==> src/sma_pkg.sv <==
`default_nettype none

package sma_pkg;

   localparam int WORD_W              = 32;
   localparam int OP_W                = 3;
   localparam int STATUS_W            = 2;
   localparam int DEPTH_W             = 7;
   localparam int CAP_W               = 7;
   localparam int DEFAULT_STACK_DEPTH = 64;

   localparam logic [CAP_W-1:0]  CAP_RESET = 7'd64;
   localparam logic [WORD_W-1:0] FAIL_WORD = 32'hDEADDEAD;

   // operation codes
   localparam logic [OP_W-1:0] OP_PUSH = 3'd0;
   localparam logic [OP_W-1:0] OP_POP  = 3'd1;
   localparam logic [OP_W-1:0] OP_ADD  = 3'd2;
   localparam logic [OP_W-1:0] OP_SUB  = 3'd3;
   localparam logic [OP_W-1:0] OP_MUL  = 3'd4;
   localparam logic [OP_W-1:0] OP_DIV  = 3'd5;

   // status codes
   localparam logic [STATUS_W-1:0] ST_OK  = 2'd0;
   localparam logic [STATUS_W-1:0] ST_UNF = 2'd1;
   localparam logic [STATUS_W-1:0] ST_OVF = 2'd2;
   localparam logic [STATUS_W-1:0] ST_DBZ = 2'd3;

   typedef struct packed {
      logic [OP_W-1:0]          operation;
      logic signed [WORD_W-1:0] push_value;
   } req_type;

   typedef struct packed {
      logic signed [WORD_W-1:0] result_value;
      logic [STATUS_W-1:0]      status;
      logic [DEPTH_W-1:0]       depth;
   } rsp_type;

endpackage

`default_nettype wire

==> src/sma_stack_mem.sv <==
`default_nettype none

module sma_stack_mem #(
   parameter int DEPTH  = sma_pkg::DEFAULT_STACK_DEPTH,
   parameter int WIDTH  = sma_pkg::WORD_W,
   localparam int ADDR_W = $clog2(DEPTH)
) (
   input  wire logic              clock,
   input  wire logic              wr_en,
   input  wire logic [ADDR_W-1:0] wr_addr,
   input  wire logic [WIDTH-1:0]  wr_data,
   input  wire logic              rd_en,
   input  wire logic [ADDR_W-1:0] rd_addr_a,
   input  wire logic [ADDR_W-1:0] rd_addr_b,
   output logic      [WIDTH-1:0]  rd_data_a,
   output logic      [WIDTH-1:0]  rd_data_b
);

   logic [WIDTH-1:0] mem [DEPTH];
   logic [WIDTH-1:0] rd_a_ff;
   logic [WIDTH-1:0] rd_b_ff;

   always_ff @(posedge clock) begin
      if (wr_en) begin
         mem[wr_addr] <= wr_data;
      end
   end

   always_ff @(posedge clock) begin
      if (rd_en) begin
         rd_a_ff <= mem[rd_addr_a];
         rd_b_ff <= mem[rd_addr_b];
      end
   end

   assign rd_data_a = rd_a_ff;
   assign rd_data_b = rd_b_ff;

endmodule

`default_nettype wire

==> src/sma_divider.sv <==
`default_nettype none

// Unsigned restoring divider, one quotient bit per cycle.
module sma_divider #(
   parameter int WIDTH = sma_pkg::WORD_W
) (
   input  wire logic             clock,
   input  wire logic             reset,
   input  wire logic             start,
   input  wire logic [WIDTH-1:0] dividend,
   input  wire logic [WIDTH-1:0] divisor,
   output logic                  done,
   output logic      [WIDTH-1:0] quotient
);

   localparam int STEP_W = $clog2(WIDTH + 1);

   logic              busy_ff,  busy_in;
   logic              done_ff,  done_in;
   logic [STEP_W-1:0] step_ff,  step_in;
   logic [WIDTH-1:0]  rem_ff,   rem_in;
   logic [WIDTH-1:0]  quo_ff,   quo_in;
   logic [WIDTH-1:0]  den_ff,   den_in;
   logic [WIDTH:0]    shifted;
   logic [WIDTH:0]    diff;
   logic              fits;

   always_comb begin
      shifted = {rem_ff, quo_ff[WIDTH-1]};
      diff    = shifted - {1'b0, den_ff};
      fits    = (shifted >= {1'b0, den_ff});
      busy_in = busy_ff;
      done_in = 1'b0;
      step_in = step_ff;
      rem_in  = rem_ff;
      quo_in  = quo_ff;
      den_in  = den_ff;
      if (start) begin
         busy_in = 1'b1;
         step_in = '0;
         rem_in  = '0;
         quo_in  = dividend;
         den_in  = divisor;
      end else if (busy_ff) begin
         rem_in  = fits ? diff[WIDTH-1:0] : shifted[WIDTH-1:0];
         quo_in  = {quo_ff[WIDTH-2:0], fits};
         step_in = step_ff + 1'b1;
         if (step_ff == STEP_W'(WIDTH - 1)) begin
            busy_in = 1'b0;
            done_in = 1'b1;
         end
      end
   end

   always_ff @(posedge clock) begin
      if (reset) begin
         busy_ff <= 1'b0;
         done_ff <= 1'b0;
         step_ff <= '0;
      end else begin
         busy_ff <= busy_in;
         done_ff <= done_in;
         step_ff <= step_in;
      end
   end

   always_ff @(posedge clock) begin
      rem_ff <= rem_in;
      quo_ff <= quo_in;
      den_ff <= den_in;
   end

   assign done     = done_ff;
   assign quotient = quo_ff;

endmodule

`default_nettype wire

==> src/stack_machine_alu_top.sv <==
`default_nettype none

// Bounded data stack with an arithmetic unit. The stack lives in a synchronous memory with two
// read ports; an item is accepted only while the block is idle, so reads, the write-back and
// the count update of one item never overlap with the next. A push, an underflow or an unused
// code goes from idle straight to the response state; pop, add, subtract, multiply and divide
// first pass an execute state fed by the registered read of the two top entries, and a divide
// with a nonzero divisor then waits for the bit-serial divider. A new request is taken the
// cycle after its result is loaded into the output register, even if that result has not yet
// been taken. The capacity register should be written only while idle; 0 acts as 1, values
// above STACK_DEPTH act as STACK_DEPTH. A push when full returns overflow and result 0.
module stack_machine_alu_top #(
   parameter int STACK_DEPTH = sma_pkg::DEFAULT_STACK_DEPTH
) (
   input  wire logic                       clock,
   input  wire logic                       reset,
   input  wire logic                       req_valid,
   output logic                            req_ready,
   input  wire sma_pkg::req_type           req_data,
   output logic                            rsp_valid,
   input  wire logic                       rsp_ready,
   output sma_pkg::rsp_type                rsp_data,
   input  wire logic                       csr_wr_en,
   input  wire logic [sma_pkg::CAP_W-1:0]  csr_wr_data
);

   localparam int W      = sma_pkg::WORD_W;
   localparam int ADDR_W = $clog2(STACK_DEPTH);
   localparam int CNT_W  = $clog2(STACK_DEPTH + 1);
   localparam int CMP_W  = (CNT_W > sma_pkg::CAP_W) ? CNT_W : sma_pkg::CAP_W;

   typedef enum logic [1:0] {ST_IDLE, ST_EXEC, ST_DIV, ST_RESP} state_type;

   state_type                     state_ff,    state_in;
   logic [sma_pkg::OP_W-1:0]      op_ff,       op_in;
   logic [W-1:0]                  res_ff,      res_in;
   logic [sma_pkg::STATUS_W-1:0]  status_ff,   status_in;
   logic                          wr_en_ff,    wr_en_in;
   logic [ADDR_W-1:0]             wr_addr_ff,  wr_addr_in;
   logic [CNT_W-1:0]              cnt_new_ff,  cnt_new_in;
   logic [CNT_W-1:0]              count_ff,    count_in;
   logic                          neg_ff,      neg_in;
   logic                          rsp_valid_ff, rsp_valid_in;
   sma_pkg::rsp_type              rsp_data_ff, rsp_data_in;
   logic [sma_pkg::CAP_W-1:0]     cap_ff;

   logic [CNT_W-1:0]  cnt_dec1;
   logic [CNT_W-1:0]  cnt_dec2;
   logic [ADDR_W-1:0] t_addr;
   logic [ADDR_W-1:0] s_addr;
   logic [CMP_W-1:0]  cnt_cmp;
   logic [CMP_W-1:0]  cap_cmp;
   logic              full;
   logic              req_xfer;
   logic              mem_we;
   logic [W-1:0]      rd_t;
   logic [W-1:0]      rd_s;
   logic [W-1:0]      mag_t;
   logic [W-1:0]      mag_s;
   logic              div_start;
   logic              div_done;
   logic [W-1:0]      div_quo;

   assign req_ready = (state_ff == ST_IDLE);
   assign req_xfer  = req_valid && req_ready;

   assign cnt_dec1 = count_ff - 1'b1;
   assign cnt_dec2 = count_ff - CNT_W'(2);
   assign t_addr   = cnt_dec1[ADDR_W-1:0];
   assign s_addr   = cnt_dec2[ADDR_W-1:0];

   // capacity in use: zero means one
   assign cnt_cmp = CMP_W'(count_ff);
   assign cap_cmp = (cap_ff == '0) ? CMP_W'(1) : CMP_W'(cap_ff);
   assign full    = (cnt_cmp >= cap_cmp) || (count_ff == CNT_W'(STACK_DEPTH));

   assign mag_t = rd_t[W-1] ? (W'(0) - rd_t) : rd_t;
   assign mag_s = rd_s[W-1] ? (W'(0) - rd_s) : rd_s;

   always_comb begin
      state_in     = state_ff;
      op_in        = op_ff;
      res_in       = res_ff;
      status_in    = status_ff;
      wr_en_in     = wr_en_ff;
      wr_addr_in   = wr_addr_ff;
      cnt_new_in   = cnt_new_ff;
      count_in     = count_ff;
      neg_in       = neg_ff;
      rsp_data_in  = rsp_data_ff;
      rsp_valid_in = rsp_valid_ff && !rsp_ready;
      mem_we       = 1'b0;
      div_start    = 1'b0;

      unique case (state_ff)
         ST_IDLE: begin
            if (req_valid) begin
               op_in      = req_data.operation;
               res_in     = '0;
               status_in  = sma_pkg::ST_OK;
               wr_en_in   = 1'b0;
               wr_addr_in = count_ff[ADDR_W-1:0];
               cnt_new_in = count_ff;
               state_in   = ST_RESP;
               case (req_data.operation) inside
                  sma_pkg::OP_PUSH: begin
                     if (full) begin
                        status_in = sma_pkg::ST_OVF;
                     end else begin
                        res_in     = req_data.push_value;
                        wr_en_in   = 1'b1;
                        cnt_new_in = count_ff + 1'b1;
                     end
                  end
                  sma_pkg::OP_POP: begin
                     if (count_ff == '0) begin
                        status_in = sma_pkg::ST_UNF;
                        res_in    = sma_pkg::FAIL_WORD;
                     end else begin
                        state_in = ST_EXEC;
                     end
                  end
                  sma_pkg::OP_ADD, sma_pkg::OP_SUB, sma_pkg::OP_MUL, sma_pkg::OP_DIV: begin
                     if (count_ff < CNT_W'(2)) begin
                        status_in = sma_pkg::ST_UNF;
                     end else begin
                        state_in = ST_EXEC;
                     end
                  end
                  default: begin
                  end
               endcase
            end
         end
         ST_EXEC: begin
            state_in   = ST_RESP;
            cnt_new_in = cnt_dec1;
            wr_addr_in = s_addr;
            case (op_ff) inside
               sma_pkg::OP_POP: begin
                  res_in = rd_t;
               end
               sma_pkg::OP_ADD: begin
                  res_in   = rd_s + rd_t;
                  wr_en_in = 1'b1;
               end
               sma_pkg::OP_SUB: begin
                  res_in   = rd_s - rd_t;
                  wr_en_in = 1'b1;
               end
               sma_pkg::OP_MUL: begin
                  res_in   = W'(rd_s * rd_t);
                  wr_en_in = 1'b1;
               end
               default: begin
                  if (rd_t == '0) begin
                     status_in  = sma_pkg::ST_DBZ;
                     cnt_new_in = count_ff;
                  end else begin
                     div_start = 1'b1;
                     neg_in    = rd_s[W-1] ^ rd_t[W-1];
                     wr_en_in  = 1'b1;
                     state_in  = ST_DIV;
                  end
               end
            endcase
         end
         ST_DIV: begin
            if (div_done) begin
               res_in   = neg_ff ? (W'(0) - div_quo) : div_quo;
               state_in = ST_RESP;
            end
         end
         ST_RESP: begin
            // commit write-back and count together with loading the result into the output register
            if (!rsp_valid_ff || rsp_ready) begin
               rsp_data_in.result_value = res_ff;
               rsp_data_in.status       = status_ff;
               rsp_data_in.depth        = sma_pkg::DEPTH_W'(cnt_new_ff);
               rsp_valid_in             = 1'b1;
               count_in                 = cnt_new_ff;
               mem_we                   = wr_en_ff;
               state_in                 = ST_IDLE;
            end
         end
         default: begin
            state_in = ST_IDLE;
         end
      endcase
   end

   always_ff @(posedge clock) begin
      if (reset) begin
         state_ff     <= ST_IDLE;
         count_ff     <= '0;
         rsp_valid_ff <= 1'b0;
         cap_ff       <= sma_pkg::CAP_RESET;
      end else begin
         state_ff     <= state_in;
         count_ff     <= count_in;
         rsp_valid_ff <= rsp_valid_in;
         if (csr_wr_en) begin
            cap_ff <= csr_wr_data;
         end
      end
      op_ff       <= op_in;
      res_ff      <= res_in;
      status_ff   <= status_in;
      wr_en_ff    <= wr_en_in;
      wr_addr_ff  <= wr_addr_in;
      cnt_new_ff  <= cnt_new_in;
      neg_ff      <= neg_in;
      rsp_data_ff <= rsp_data_in;
   end

   assign rsp_valid = rsp_valid_ff;
   assign rsp_data  = rsp_data_ff;

   sma_stack_mem #(
      .DEPTH (STACK_DEPTH),
      .WIDTH (W)
   ) u_mem (
      .clock     (clock),
      .wr_en     (mem_we),
      .wr_addr   (wr_addr_ff),
      .wr_data   (res_ff),
      .rd_en     (req_xfer),
      .rd_addr_a (t_addr),
      .rd_addr_b (s_addr),
      .rd_data_a (rd_t),
      .rd_data_b (rd_s)
   );

   sma_divider #(
      .WIDTH (W)
   ) u_div (
      .clock    (clock),
      .reset    (reset),
      .start    (div_start),
      .dividend (mag_s),
      .divisor  (mag_t),
      .done     (div_done),
      .quotient (div_quo)
   );

endmodule

`default_nettype wire

==> config.mk <==
export PLATFORM = sky130hd
export DESIGN_NAME = stack_machine_alu_top
export DESIGN_NICKNAME = d
export VERILOG_FILES = /design/src/sma_pkg.sv /design/src/sma_stack_mem.sv /design/src/sma_divider.sv /design/src/stack_machine_alu_top.sv
export SDC_FILE = /design/constraint.sdc
export NUM_CORES = 2
export LEC_CHECK = 0
export BUFFER_PORTS_ARGS = -buffer_cell sky130_fd_sc_hd__clkbuf_2
export CAP_MARGIN = 20
export CELL_PAD_IN_SITES_DETAIL_PLACEMENT = 1
export CELL_PAD_IN_SITES_GLOBAL_PLACEMENT = 1
export CORE_ASPECT_RATIO = 0.7
export CORE_MARGIN = 8
export CORE_UTILIZATION = 45
export DETAILED_ROUTE_END_ITERATION = 8
export PLACE_DENSITY_LB_ADDON = 0.1
export SKIP_LAST_GASP = 1
export SLEW_MARGIN = 25
export SYNTH_ARGS = -nofsm -noshare
export SYNTH_HDL_FRONTEND = slang
export SYNTH_SLANG_ARGS = --single-unit
==> constraint.sdc <==
create_clock -name clock -period 8 [get_ports clock]
set_input_delay 0.8 -clock clock [delete_from_list [all_inputs] [get_ports clock]]
set_output_delay 0.8 -clock clock [all_outputs]
set_load 0.02 [all_outputs]
==> summary.md <==
| Metric | Value |
|---|---|
| Largest net degree at the start of global routing | 111 |
| Starting Density | 45.2% |
| Status | completed |
| Largest driver fanout on the critical path | 13 |
| Clock Pin Slew Worst Setup and Hold Paths | 60 ps |
| Share of the synthesized area in the top cell type | 53.4% |
| Floorplan row count | 163 |
| Routability cong. | about 0.95 |
| Cell at the root of the clock tree | clkbuf_16 |
| # Max-Cap Violations | 0 |
| Post-route non-filler standard cell count | between 10000 and 15000 |
| Cell depth of the worst min-delay path | 3 |
| Drc violations | 0 |
| Post-synth EDFFs | 2269 |
| Chip Height | ~460 µm |
| List of most frequent post-synthesis cells | edfxtp_1, mux4_2, nand2_1 |
| Layout Nets | around 8600 |
| TritonCTS clock tree | done |
| CTS H-tree depth | 4 |
| Area of all sequential standard cells | 69300 µm² |
| Cell depth of the worst flop-to-flop path | 26 |
| Count of endpoints failing setup in the final report | 0 |
| Post-DP HPWL | 314000 µm |
| Clock latency at the later pin of the worst-skew pair | 940 ps |
| Post-synthesis async set-or-reset flop share | 0% |
| Crit-path max cell delay | ~560 ps |
| Final routed wirelength across all metal layers | 473000 µm |
| TritonCTS buffer count | around 240 |
| Sequential share of the synthesized area | 54.3% |
| Die boundary width | 652 µm |
| Vias per Instance | 6.75 |
| # fillers | 26100 |
| Critical path capture point type | flop |
| Number of global-route vias before repair | between 70000 and 80000 |
| Endpoint required time on the critical path | around 8700 ps |
| Endpoint arrival time on the critical path | between 8000 and 9000 ps |
| Slew of the pin with the lowest slew margin | 1200 ps |
| Synth Register Bits | 2326 |
| Top cells by area, synth | edfxtp_1, mux4_2, fa_1 |
| Area of the die | 301000 µm² |
| Count of hold buffers inserted by post-cts repair | 0 |
| Count of distinct cell types in the synthesized netlist | 80 |
| Number of antenna-violating nets in the routed design | 0 |
| Primary FF master, synth | edfxtp_1 |
| Critical-path cell with the highest stage delay | o31ai_1 |
| Unrepaired setup endpoints after global routing | true |
| Hold Crit Class | input pin to flop |
| Area delta synth->final | 12.0% |
| Synthesized instance count | 7674 |
| Number of antenna violations at the first check in global routing | 52 |
| Most used cell along the critical path | fa_1 |
| Max Root-Sink Buffers | 4 |
| Length of the first detailed-routing pass in iterations | 6 |
| Io pins | 90 |
| Net count after synthesis | 8370 |
| Area of the mapped netlist | 128000 µm² |
| Share of cells above drive strength 1 | 28.2% |
| Most used standard cell by instance count after synthesis | edfxtp_1 |
| Worst Setup Start Kind | flop |
| Start-to-end type of the worst setup path | flop to flop |
| Final Max Slew Viols | 0 |
| Total clock sinks | 2326 |
| Warnings from Yosys | 0 |
| Final worst-path cycle share | 98.4% |
| Number of hold violations in the final report | 0 |
| Global-route wire length before repair | roughly 650000 µm |
| Area taken by multi-input logic gates | 55300 µm² |
| Grt ovf | 0 |
| Worst clock skew | 76.9 ps |
| Yosys top cell by area | edfxtp_1 |
| DR WL/cell | roughly 40 µm |
| Clock period minus final worst setup slack | 7870 ps |
| Max Clk Rate | 127 MHz |
| Number of I/O port buffers | 89 |
| Post-Place Cells | 11400 |
| Via Count | 80100 |
| Syn_area_per_cell | 16.6 µm² |
| Worst slew margin relative to its limit | 19.5% |
| Placeable Area | about 280000 µm² |
| All-layer global routing usage | between 30% and 40% |
| Iter 0 DRT Violations | 12700 |
[final timing paths]
kind | startpoint | to | slack (ps)
max | u_mem.rd_data_b[0] | res_ff[31] | 130
max reg2reg | u_mem.rd_data_b[0] | res_ff[31] | 130
min | csr_wr_data[1] | cap_ff[1] | 140
min reg2reg | cnt_new_ff[1] | rsp_data[1] | 450
[critical path, delay by kind of cell (launching register included)]
kind / cells / cell delay (ps)
compound gates: 5 / 1310
xor+xnor: 1 / 190
fa+ha+maj: 9 / 3530
buf+inv: 7 / 1400
flops: 1 / 460
simple gates: 4 / 750
[per-layer routing]
metal,global-route usage [%],vias to the layer above,wire length (µm)
met3,11.4,590,67000
met4,8.48,12,12900
met5,0,-,71
met1,47.3,43600,203000
li1,-,30600,-
met2,41.3,5271,190000
[metrics by stage]
stage               utilization, %  hold WS, ps  setup slack (ps)  setup TNS [ps]  instance area [µm²]
detailed placement            48.0          426               194               0               135000
global placement              47.8          408               117               0               135000
floorplan                        -          400               878               0               128000
finish                        50.7          144               131               0               143000
global route                  50.7          101             -8.86           -8.86               143000
CTS                           50.6         79.8               189               0               143000
[layout make-up]
| type | count | area share (%) |
|---|---|---|
| sequential | 2326 | 48.5 |
| multi-input combinational | 4315 | 38.7 |
| clock buffer | 279 | 4.31 |
| tap | 3795 | 3.32 |
| timing repair buffer | 477 | 2.89 |
| inverter | 513 | 1.35 |
| clock inverter | 146 | 0.904 |
| antenna | 26 | 0.0455 |
[cells by family after synthesis]
| family | share of synthesized area [%] |
|---|---|
| AOI/OAI and AO/OA | 3.83 |
| xor gates and xnor gates | 1.62 |
| adders and majority gates | 8.79 |
| buffers and inverters | 3.05 |
| DFF | 54.3 |
| muxes | 23.4 |
| and+or+nand+nor | 4.95 |
[cells in the final DEF (no fill, tap or decap), drive strengths merged, types with 188 or more instances in the layout]
master and instances:
edfxtp 2269, mux4 1295, inv 520, nand2 511
fa 411, buf 388, clkbuf 368, and2 293
nor2 241, ha 238, o21ai 188
[state kept, by name, indices dropped and copies added, names as in the netlist, 2 cells and up]
signal	cells
wr_addr_ff	6
rsp_data	41
cap_ff	7
u_div.den_ff	32
u_div.rem_ff	32
op_ff	3
u_mem.rd_data_a	32
cnt_new_ff	7
u_mem.rd_data_b	32
u_div.step_ff	6
cnt_cmp	7
state_ff	2
u_div.quotient	32
u_mem.mem	2048
status_ff	2
res_ff	32
[repair_timing]
action / CTS / global route
resized for setup: 0 / 5
endpoints found under the setup margin: 0 / 3
setup buffers: 0 / 2
Power is not shown: default switching activity piles up to over one toggle a cycle in this logic, so the estimate is an artifact.
